===== src/h2r_pkg.sv =====
// Shared widths, constants, sector codes and helper functions of the HSV to RGB converter.
package h2r_pkg;

    localparam int COLOR_BITS = 8;
    localparam int HUE_BITS   = 15;
    localparam int FRAC_BITS  = 12;
    localparam int PROD_BITS  = COLOR_BITS + FRAC_BITS;
    localparam int WIDE_BITS  = 2 * COLOR_BITS + FRAC_BITS;

    localparam logic [COLOR_BITS-1:0] COLOR_MAX  = '1;
    localparam logic [COLOR_BITS-1:0] COLOR_HALF = COLOR_MAX >> 1;
    localparam logic [PROD_BITS-1:0]  FULL_SCALE = {COLOR_MAX, {FRAC_BITS{1'b0}}};
    localparam logic [PROD_BITS-1:0]  HALF_SCALE = FULL_SCALE >> 1;
    localparam logic [FRAC_BITS:0]    FRAC_ONE   = {1'b1, {FRAC_BITS{1'b0}}};

    // 360 degrees and 60 degrees in units of 1/64 degree.
    localparam logic [HUE_BITS-1:0] HUE_FULL   = 15'd23040;
    localparam logic [HUE_BITS-1:0] HUE_SECTOR = 15'd3840;

    // rem * 4096 / 3840 = rem * 16 / 15, done as rem * ceil(2^19 / 15) >> 15.
    // The error term stays below one LSB for every remainder below one sector.
    localparam int                RECIP_BITS = 16;
    localparam logic [RECIP_BITS-1:0] FRAC_RECIP = 16'd34953;
    localparam int                FRAC_SHIFT = 15;

    typedef enum logic [2:0] {
        SEC_RED_YEL = 3'd0,
        SEC_YEL_GRN = 3'd1,
        SEC_GRN_CYN = 3'd2,
        SEC_CYN_BLU = 3'd3,
        SEC_BLU_MAG = 3'd4,
        SEC_MAG_RED = 3'd5
    } t_sector;

    // Floor division by 2^COLOR_BITS - 1, exact for every y below 2^COLOR_BITS * COLOR_MAX.
    function automatic logic [COLOR_BITS-1:0] div_by_max(input logic [2*COLOR_BITS-1:0] y);
        logic [2*COLOR_BITS:0] t;
        t = {1'b0, y} + (2*COLOR_BITS+1)'(y >> COLOR_BITS) + (2*COLOR_BITS+1)'(1);
        return t[COLOR_BITS +: COLOR_BITS];
    endfunction

endpackage


===== src/h2r_if.sv =====
// Request channel interfaces of the HSV to RGB converter: HSV pixels in, RGB pixels out.
interface h2r_hsv_if;
    import h2r_pkg::*;

    logic                  valid;
    logic                  ready;
    logic [HUE_BITS-1:0]   hue_in;
    logic [COLOR_BITS-1:0] sat_in;
    logic [COLOR_BITS-1:0] val_in;

    modport source (output valid, output hue_in, output sat_in, output val_in, input ready);
    modport sink   (input valid, input hue_in, input sat_in, input val_in, output ready);
endinterface

interface h2r_rgb_if;
    import h2r_pkg::*;

    logic                  valid;
    logic                  ready;
    logic [COLOR_BITS-1:0] red_out;
    logic [COLOR_BITS-1:0] green_out;
    logic [COLOR_BITS-1:0] blue_out;

    modport source (output valid, output red_out, output green_out, output blue_out, input ready);
    modport sink   (input valid, input red_out, input green_out, input blue_out, output ready);
endinterface


===== src/hsv_to_rgb_converter.sv =====
// HSV to RGB converter: eight-stage pipeline from accepted request to output.
// Throughput is one pixel per clock; the whole pipeline advances together and holds on a stall
// of the output while its last stage is full.
// Multipliers sit in stages 3, 4 and 6; the other stages hold compares, subtracts, adds and routing.
// Reset (synchronous, active low) empties the pipeline by clearing its valid bits; the data registers are not reset.
module hsv_to_rgb_converter (
    input  logic          i_clk,
    input  logic          i_rst_n,
    h2r_hsv_if.sink       i_hsv,
    h2r_rgb_if.source     o_rgb
);
    import h2r_pkg::*;

    localparam int STAGES = 8;

    logic              adv;
    logic [STAGES-1:0] r_vld;

    // Stage 1: hue wrap.
    logic [HUE_BITS-1:0]   r1_hue, n1_hue;
    logic [COLOR_BITS-1:0] r1_s, r1_v;
    // Stage 2: sector and remainder.
    t_sector               r2_sec, n2_sec;
    logic [FRAC_BITS-1:0]  r2_rem, n2_rem;
    logic [HUE_BITS-1:0]   n2_base;
    logic [HUE_BITS-1:0]   n2_diff;
    logic [COLOR_BITS-1:0] r2_s, r2_v;
    // Stage 3: fraction.
    t_sector               r3_sec;
    logic [FRAC_BITS-1:0]  r3_f;
    logic [FRAC_BITS+RECIP_BITS-1:0] n3_prod;
    logic [COLOR_BITS-1:0] r3_s, r3_v;
    // Stage 4: products with saturation.
    t_sector               r4_sec;
    logic [PROD_BITS-1:0]  r4_sf, r4_sfc;
    logic [FRAC_BITS:0]    n4_fc;
    logic [2*COLOR_BITS-1:0] r4_m1;
    logic [COLOR_BITS-1:0] r4_v;
    // Stage 5: complements against full scale.
    t_sector               r5_sec;
    logic [PROD_BITS-1:0]  r5_t2, r5_t3;
    logic [2*COLOR_BITS-1:0] r5_y1;
    logic [COLOR_BITS-1:0] r5_v;
    // Stage 6: scale by value.
    t_sector               r6_sec;
    logic [WIDE_BITS-1:0]  r6_n2, r6_n3;
    logic [2*COLOR_BITS-1:0] r6_y1;
    logic [COLOR_BITS-1:0] r6_v;
    // Stage 7: rounding divide.
    t_sector               r7_sec;
    logic [COLOR_BITS-1:0] r7_p1, r7_p2, r7_p3, r7_v;
    logic [WIDE_BITS-1:0]  n7_sum2, n7_sum3;
    // Stage 8: routed outputs.
    logic [COLOR_BITS-1:0] r8_red, r8_grn, r8_blu;
    logic [COLOR_BITS-1:0] n8_red, n8_grn, n8_blu;

    // The pipeline moves whenever the output register is free or being drained.
    assign adv         = !r_vld[STAGES-1] || o_rgb.ready;
    assign i_hsv.ready = adv && i_rst_n;

    always_ff @(posedge i_clk) begin
        if (!i_rst_n) begin
            r_vld <= '0;
        end else if (adv) begin
            r_vld <= {r_vld[STAGES-2:0], i_hsv.valid};
        end
    end

    always_comb begin
        n1_hue = (i_hsv.hue_in >= HUE_FULL) ? i_hsv.hue_in - HUE_FULL : i_hsv.hue_in;
    end

    always_comb begin
        if (r1_hue >= HUE_BITS'(5 * HUE_SECTOR)) begin
            n2_sec  = SEC_MAG_RED;
            n2_base = HUE_BITS'(5 * HUE_SECTOR);
        end else if (r1_hue >= HUE_BITS'(4 * HUE_SECTOR)) begin
            n2_sec  = SEC_BLU_MAG;
            n2_base = HUE_BITS'(4 * HUE_SECTOR);
        end else if (r1_hue >= HUE_BITS'(3 * HUE_SECTOR)) begin
            n2_sec  = SEC_CYN_BLU;
            n2_base = HUE_BITS'(3 * HUE_SECTOR);
        end else if (r1_hue >= HUE_BITS'(2 * HUE_SECTOR)) begin
            n2_sec  = SEC_GRN_CYN;
            n2_base = HUE_BITS'(2 * HUE_SECTOR);
        end else if (r1_hue >= HUE_SECTOR) begin
            n2_sec  = SEC_YEL_GRN;
            n2_base = HUE_SECTOR;
        end else begin
            n2_sec  = SEC_RED_YEL;
            n2_base = '0;
        end
        n2_diff = r1_hue - n2_base;
        n2_rem  = n2_diff[FRAC_BITS-1:0];
    end

    assign n3_prod = (FRAC_BITS+RECIP_BITS)'(r2_rem) * (FRAC_BITS+RECIP_BITS)'(FRAC_RECIP);
    assign n4_fc   = FRAC_ONE - {1'b0, r3_f};
    assign n7_sum2 = r6_n2 + WIDE_BITS'(HALF_SCALE);
    assign n7_sum3 = r6_n3 + WIDE_BITS'(HALF_SCALE);

    always_comb begin
        case (r7_sec)
            SEC_RED_YEL: begin n8_red = r7_v;  n8_grn = r7_p3; n8_blu = r7_p1; end
            SEC_YEL_GRN: begin n8_red = r7_p2; n8_grn = r7_v;  n8_blu = r7_p1; end
            SEC_GRN_CYN: begin n8_red = r7_p1; n8_grn = r7_v;  n8_blu = r7_p3; end
            SEC_CYN_BLU: begin n8_red = r7_p1; n8_grn = r7_p2; n8_blu = r7_v;  end
            SEC_BLU_MAG: begin n8_red = r7_p3; n8_grn = r7_p1; n8_blu = r7_v;  end
            default:     begin n8_red = r7_v;  n8_grn = r7_p1; n8_blu = r7_p2; end
        endcase
    end

    always_ff @(posedge i_clk) begin
        if (adv) begin
            r1_hue <= n1_hue;
            r1_s   <= i_hsv.sat_in;
            r1_v   <= i_hsv.val_in;

            r2_sec <= n2_sec;
            r2_rem <= n2_rem;
            r2_s   <= r1_s;
            r2_v   <= r1_v;

            r3_sec <= r2_sec;
            r3_f   <= n3_prod[FRAC_SHIFT +: FRAC_BITS];
            r3_s   <= r2_s;
            r3_v   <= r2_v;

            r4_sec <= r3_sec;
            r4_sf  <= PROD_BITS'(r3_s) * PROD_BITS'(r3_f);
            r4_sfc <= PROD_BITS'(r3_s) * PROD_BITS'(n4_fc);
            r4_m1  <= (2*COLOR_BITS)'(r3_v) * (2*COLOR_BITS)'(COLOR_MAX - r3_s);
            r4_v   <= r3_v;

            r5_sec <= r4_sec;
            r5_t2  <= FULL_SCALE - r4_sf;
            r5_t3  <= FULL_SCALE - r4_sfc;
            r5_y1  <= r4_m1 + (2*COLOR_BITS)'(COLOR_HALF);
            r5_v   <= r4_v;

            r6_sec <= r5_sec;
            r6_n2  <= WIDE_BITS'(r5_v) * WIDE_BITS'(r5_t2);
            r6_n3  <= WIDE_BITS'(r5_v) * WIDE_BITS'(r5_t3);
            r6_y1  <= r5_y1;
            r6_v   <= r5_v;

            r7_sec <= r6_sec;
            r7_p1  <= div_by_max(r6_y1);
            r7_p2  <= div_by_max(n7_sum2[FRAC_BITS +: 2*COLOR_BITS]);
            r7_p3  <= div_by_max(n7_sum3[FRAC_BITS +: 2*COLOR_BITS]);
            r7_v   <= r6_v;

            r8_red <= n8_red;
            r8_grn <= n8_grn;
            r8_blu <= n8_blu;
        end
    end

    assign o_rgb.valid     = r_vld[STAGES-1];
    assign o_rgb.red_out   = r8_red;
    assign o_rgb.green_out = r8_grn;
    assign o_rgb.blue_out  = r8_blu;

endmodule

===== src/flat_wrapper.sv =====
// flat-port wrapper written by rule: the top's interface ports become plain ports
module hsv_to_rgb_converter_flat import h2r_pkg::*;
  (i_clk, i_rst_n, i_hsv_valid, i_hsv_hue_in, i_hsv_sat_in, i_hsv_val_in, i_hsv_ready, o_rgb_valid, o_rgb_red_out, o_rgb_green_out, o_rgb_blue_out, o_rgb_ready);
  h2r_hsv_if i_hsv_i ();
  h2r_rgb_if o_rgb_i ();
  input  logic i_clk;
  input  logic i_rst_n;
  input wire logic [$bits(i_hsv_i.valid)-1:0] i_hsv_valid;
  input wire logic [$bits(i_hsv_i.hue_in)-1:0] i_hsv_hue_in;
  input wire logic [$bits(i_hsv_i.sat_in)-1:0] i_hsv_sat_in;
  input wire logic [$bits(i_hsv_i.val_in)-1:0] i_hsv_val_in;
  output wire logic [$bits(i_hsv_i.ready)-1:0] i_hsv_ready;
  output wire logic [$bits(o_rgb_i.valid)-1:0] o_rgb_valid;
  output wire logic [$bits(o_rgb_i.red_out)-1:0] o_rgb_red_out;
  output wire logic [$bits(o_rgb_i.green_out)-1:0] o_rgb_green_out;
  output wire logic [$bits(o_rgb_i.blue_out)-1:0] o_rgb_blue_out;
  input wire logic [$bits(o_rgb_i.ready)-1:0] o_rgb_ready;
  assign i_hsv_i.valid = i_hsv_valid;
  assign i_hsv_i.hue_in = i_hsv_hue_in;
  assign i_hsv_i.sat_in = i_hsv_sat_in;
  assign i_hsv_i.val_in = i_hsv_val_in;
  assign i_hsv_ready = i_hsv_i.ready;
  assign o_rgb_valid = o_rgb_i.valid;
  assign o_rgb_red_out = o_rgb_i.red_out;
  assign o_rgb_green_out = o_rgb_i.green_out;
  assign o_rgb_blue_out = o_rgb_i.blue_out;
  assign o_rgb_i.ready = o_rgb_ready;
  hsv_to_rgb_converter u_core (.i_clk(i_clk), .i_rst_n(i_rst_n), .i_hsv(i_hsv_i), .o_rgb(o_rgb_i));
endmodule

===== config.mk =====
export PLATFORM = sky130hd
export DESIGN_NAME = hsv_to_rgb_converter_flat
export DESIGN_NICKNAME = d
export VERILOG_FILES = /design/src/h2r_pkg.sv /design/src/h2r_if.sv /design/src/hsv_to_rgb_converter.sv /design/src/flat_wrapper.sv
export SDC_FILE = /design/constraint.sdc
export NUM_CORES = 2
export LEC_CHECK = 0
export BUFFER_PORTS_ARGS = -buffer_cell sky130_fd_sc_hd__buf_2
export CAP_MARGIN = 15
export CORE_UTILIZATION = 23
export DETAILED_ROUTE_END_ITERATION = 8
export PLACE_DENSITY_LB_ADDON = 0.15
export SLEW_MARGIN = 15
export SYNTH_ARGS = -nofsm -noshare
export SYNTH_HDL_FRONTEND = slang
export SYNTH_SLANG_ARGS = --single-unit
export TNS_END_PERCENT = 10

===== constraint.sdc =====
create_clock -name i_clk -period 18.65 [get_ports i_clk]
set_input_delay 0.9325 -clock i_clk [delete_from_list [all_inputs] [get_ports i_clk]]
set_output_delay 0.9325 -clock i_clk [all_outputs]
set_load 0.01 [all_outputs]

==> flow_metrics.env <==
export IMPL_status="finished clean"
export IMPL_grt_ovfl_total=0
export IMPL_avgSynthCellArea_um2=10.76
export IMPL_dieArea_um2=145600
export IMPL_cts_htree_levels=2
export IMPL_syn_cell_area_um2=33130
export IMPL_dp_hpwl_mm=57.82
export IMPL_relSlewSlack_pct=23.95
export IMPL_rsz0062_at_grt="false"
export IMPL_firstDrtPassIters=5
export IMPL_hp_class="reg -> reg"
export IMPL_die_h_um=381.5
export IMPL_die_x_um=381.5
export IMPL_grt_max_degree=85
export IMPL_post_cts_setup_buffer_count=0
export IMPL_fin_crit_sh_pct=34.37
export IMPL_synth_cell_types=75
export IMPL_worst_path_max_fanout=11
export IMPL_cts_root_buf="clkbuf_16"
export IMPL_num_rows=138
export IMPL_vias=20540
export IMPL_r2r_start="u_core.r3_f[2]"
export IMPL_drv_cap=0
export IMPL_synth_edf_count=345
export IMPL_drc=0
export IMPL_numCtsBuffers=49
export IMPL_yosys_register_bits=353
export IMPL_core_area_um2=142300
export IMPL_cp_arrival_ps=6770
export IMPL_gp_congestion=0.7261
export IMPL_cts_resized=0
export IMPL_reg2reg_to="u_core.r4_sfc[18]"
export IMPL_ant_nets=0
export IMPL_finClkSkew_ps=47.91
export IMPL_clock_path_buffers=3
export IMPL_multi_input_area_um2=20350
export IMPL_required_ps=19010
export IMPL_critPathCapture="u_core.r4_sfc[18]"
export IMPL_postCtsHoldBufs=0
export IMPL_area_sequential_um2=10520
export IMPL_setup_tns_ps=0
export IMPL_cpMostUsedCell="fa_1"
export IMPL_cts_sinks=353
export IMPL_start_util_pct=23.29
export IMPL_ios=61
export IMPL_area_growth_pct=12.87
export IMPL_fmax_mhz=156.0
export IMPL_start_kind="flop"
export IMPL_worstMarginPinSlew_ps=1137
export IMPL_crit_cells=20
export IMPL_final_setup_viol_count=0
export IMPL_grt_pass1_wl_mm=123.7
export IMPL_path_buf_inv=2
export IMPL_drive_above_1_share_pct=6.566
export IMPL_end_kind="flop"
export IMPL_antenna_found_initial=2
export IMPL_portBuffers=60
export IMPL_synth_ff_type="edfxtp_1"
export IMPL_grt_use_total_pct=10.68
export IMPL_viasPerCell=4.061
export IMPL_cpMaxStageDelayCell="o41ai_1"
export IMPL_fin_nets=3838
export IMPL_grt_pass1_vias=21940
export IMPL_fin_crit_ps=6410
export IMPL_detail_route_wl_per_cell_um=15.14
export IMPL_clk_latency_ps=650
export IMPL_yosysWarnings=0
export IMPL_syn_inst=3078
export IMPL_ys_seq_area_share_pct=31.75
export IMPL_syn_nets=3788
export IMPL_fillerInstances=15170
export IMPL_async_flop_share_pct=0
export IMPL_wl_mm=76.62
export IMPL_cp_cell_sequence="or3_1, nor3_1, nand2b_1, nor4_1, xnor2_1, and2_1, fa_1, inv_1, fa_1, fa_1, fa_1, inv_1, ha_1, and2_1, a31oi_1, o21ai_0, o41ai_1, o211ai_1, a21oi_1, xnor2_1"
export IMPL_critPathMaxStageDelay_ps=630
export IMPL_hold_violations=0
export IMPL_clk_pin_slew_ps=60
export IMPL_regToRegSetupSlack_ps=12240
export IMPL_reg2reg_depth=20
export IMPL_cp_startpoint="u_core.r3_f[2]"
export IMPL_cp_top_family="adder cells"
export IMPL_drtIter0Drc=702
export IMPL_maxSlewViolCount=0
export IMPL_cts_tree="yes"
export IMPL_worst_setup_path_type="reg -> reg"
==> per-stage QoR <==
step	worst slack, ps	std cells	area, um2	util [%]	hold slack [ps]
final	12240	5059	37390	26.28	378.5
after global routing	11650	5058	37390	26.28	400.6
after CTS	12170	5058	37390	26.28	375.2
after detailed placement	12200	4967	35660	25.07	404.5
after global placement	12350	4967	35660	25.07	401.9
after floorplan	7469	3078	33130	-	400.3
==> cell type report <==
cell class / count / area share, %
repair buffers: 84 / 1.285
multi-input cells: 2123 / 54.42
diodes: 1 / 0.006692
clock buffers: 58 / 3.369
clock inverters: 33 / 1.251
well taps: 1890 / 6.324
flip-flops and latches: 353 / 28.13
inverters: 517 / 5.210
==> cells by family after synthesis <==
kind of cell,count (synthesis),synth area share [%]
AO/OA/AOI/OAI,272,5.503
buffers and inverters,602,6.824
XOR/XNOR,187,4.989
adder cells (fa/ha/maj),675,34.33
flip-flops,353,31.75
multiplexers,42,1.360
AND/OR/NAND/NOR,947,15.24
==> cells in the final DEF (no fill, tap or decap), drive strengths merged, types with 11 or more instances in the layout <==
master,synthesis,final
o21ai,53,53
or3,11,11
xor2,63,63
nand3,32,32
mux2,24,24
a21o,19,19
a21oi,69,69
o21a,21,21
a211oi,19,19
fa,390,390
inv,516,519
nand4,12,12
and2,342,342
and3,18,18
o22ai,16,16
nand2,238,238
a31oi,11,11
nand2b,47,47
mux2i,18,18
clkinv,1,22
nor3,41,41
clkbuf,81,58
nor2b,52,52
xnor2,124,124
nor2,112,112
nor4,13,13
a21boi,11,11
buf,4,84
edfxtp,345,345
ha,285,285
==> routing by layer <==
metal | share of wire, % | GRT usage [%] | up-vias
met5 | 0 | 0 | -
met4 | 1.9 | 2.593 | 0
met3 | 2.6 | 1.469 | 87
met2 | 46 | 17.38 | 178
met1 | 50 | 14.87 | 10210
li1 | - | - | 10070
==> worst min-delay path by stage <==
stage / cells past startpoint / slack, ps / to / from
2_1_floorplan: 0 / 400 / u_core.r2_rem[0] / u_core.r1_hue[0]
3_3_place_gp: 0 / 400 / u_core.r2_s[0] / u_core.r1_s[0]
3_5_place_dp: 0 / 400 / u_core.r3_v[0] / u_core.r2_v[0]
4_1_cts: 0 / 380 / u_core.r3_s[1] / u_core.r2_s[1]
5_1_grt: 0 / 400 / u_core.r3_s[1] / u_core.r2_s[1]
6_report: 0 / 380 / u_core.r3_s[1] / u_core.r2_s[1]
==> synthesized netlist by cell type (12+ instances only) <==
cell type	number	area share, %
inv_1	516	5.8
nand4_1	12	0.23
and2_1	342	6.5
o21ai_0	49	0.74
o22ai_1	16	0.30
xor2_1	61	1.6
ha_1	285	11
clkbuf_1	81	0.92
mux2i_1	18	0.54
o21a_1	21	0.48
nor3_1	40	0.60
nor2b_1	52	0.98
edfxtp_1	345	31
nor2_1	112	1.3
fa_1	390	24
nand2_1	238	2.7
xnor2_1	124	3.3
mux2_2	24	0.82
nand2b_1	47	0.89
a211oi_1	17	0.39
nand3_1	31	0.47
a21oi_1	68	1.0
a21o_1	19	0.43
and3_1	17	0.32
==> worst register-to-register path, delay by kind of cell (launching register included) <==
family	cells	cell delay [ps]
fa+ha+maj	5	2350
simple gates	6	1550
compound gates	5	1300
flops	1	540
xor+xnor	2	340
buf+inv	2	90
==> flip-flops by register name (all words and copies together), names as in the netlist, 12 cells and up <==
register,count
u_core.r5_t3,20
u_core.r4_sf,19
u_core.r6_y1,16
u_core.r5_t2,19
u_core.r1_hue,15
u_core.r4_sfc,20
u_core.r2_rem,12
u_core.r6_n2,17
u_core.r5_y1,16
u_core.r6_n3,17
u_core.r4_m1,16
u_core.r3_f,12
Power is not shown: default switching activity piles up to over one toggle a cycle in this logic, so the estimate is an artifact.
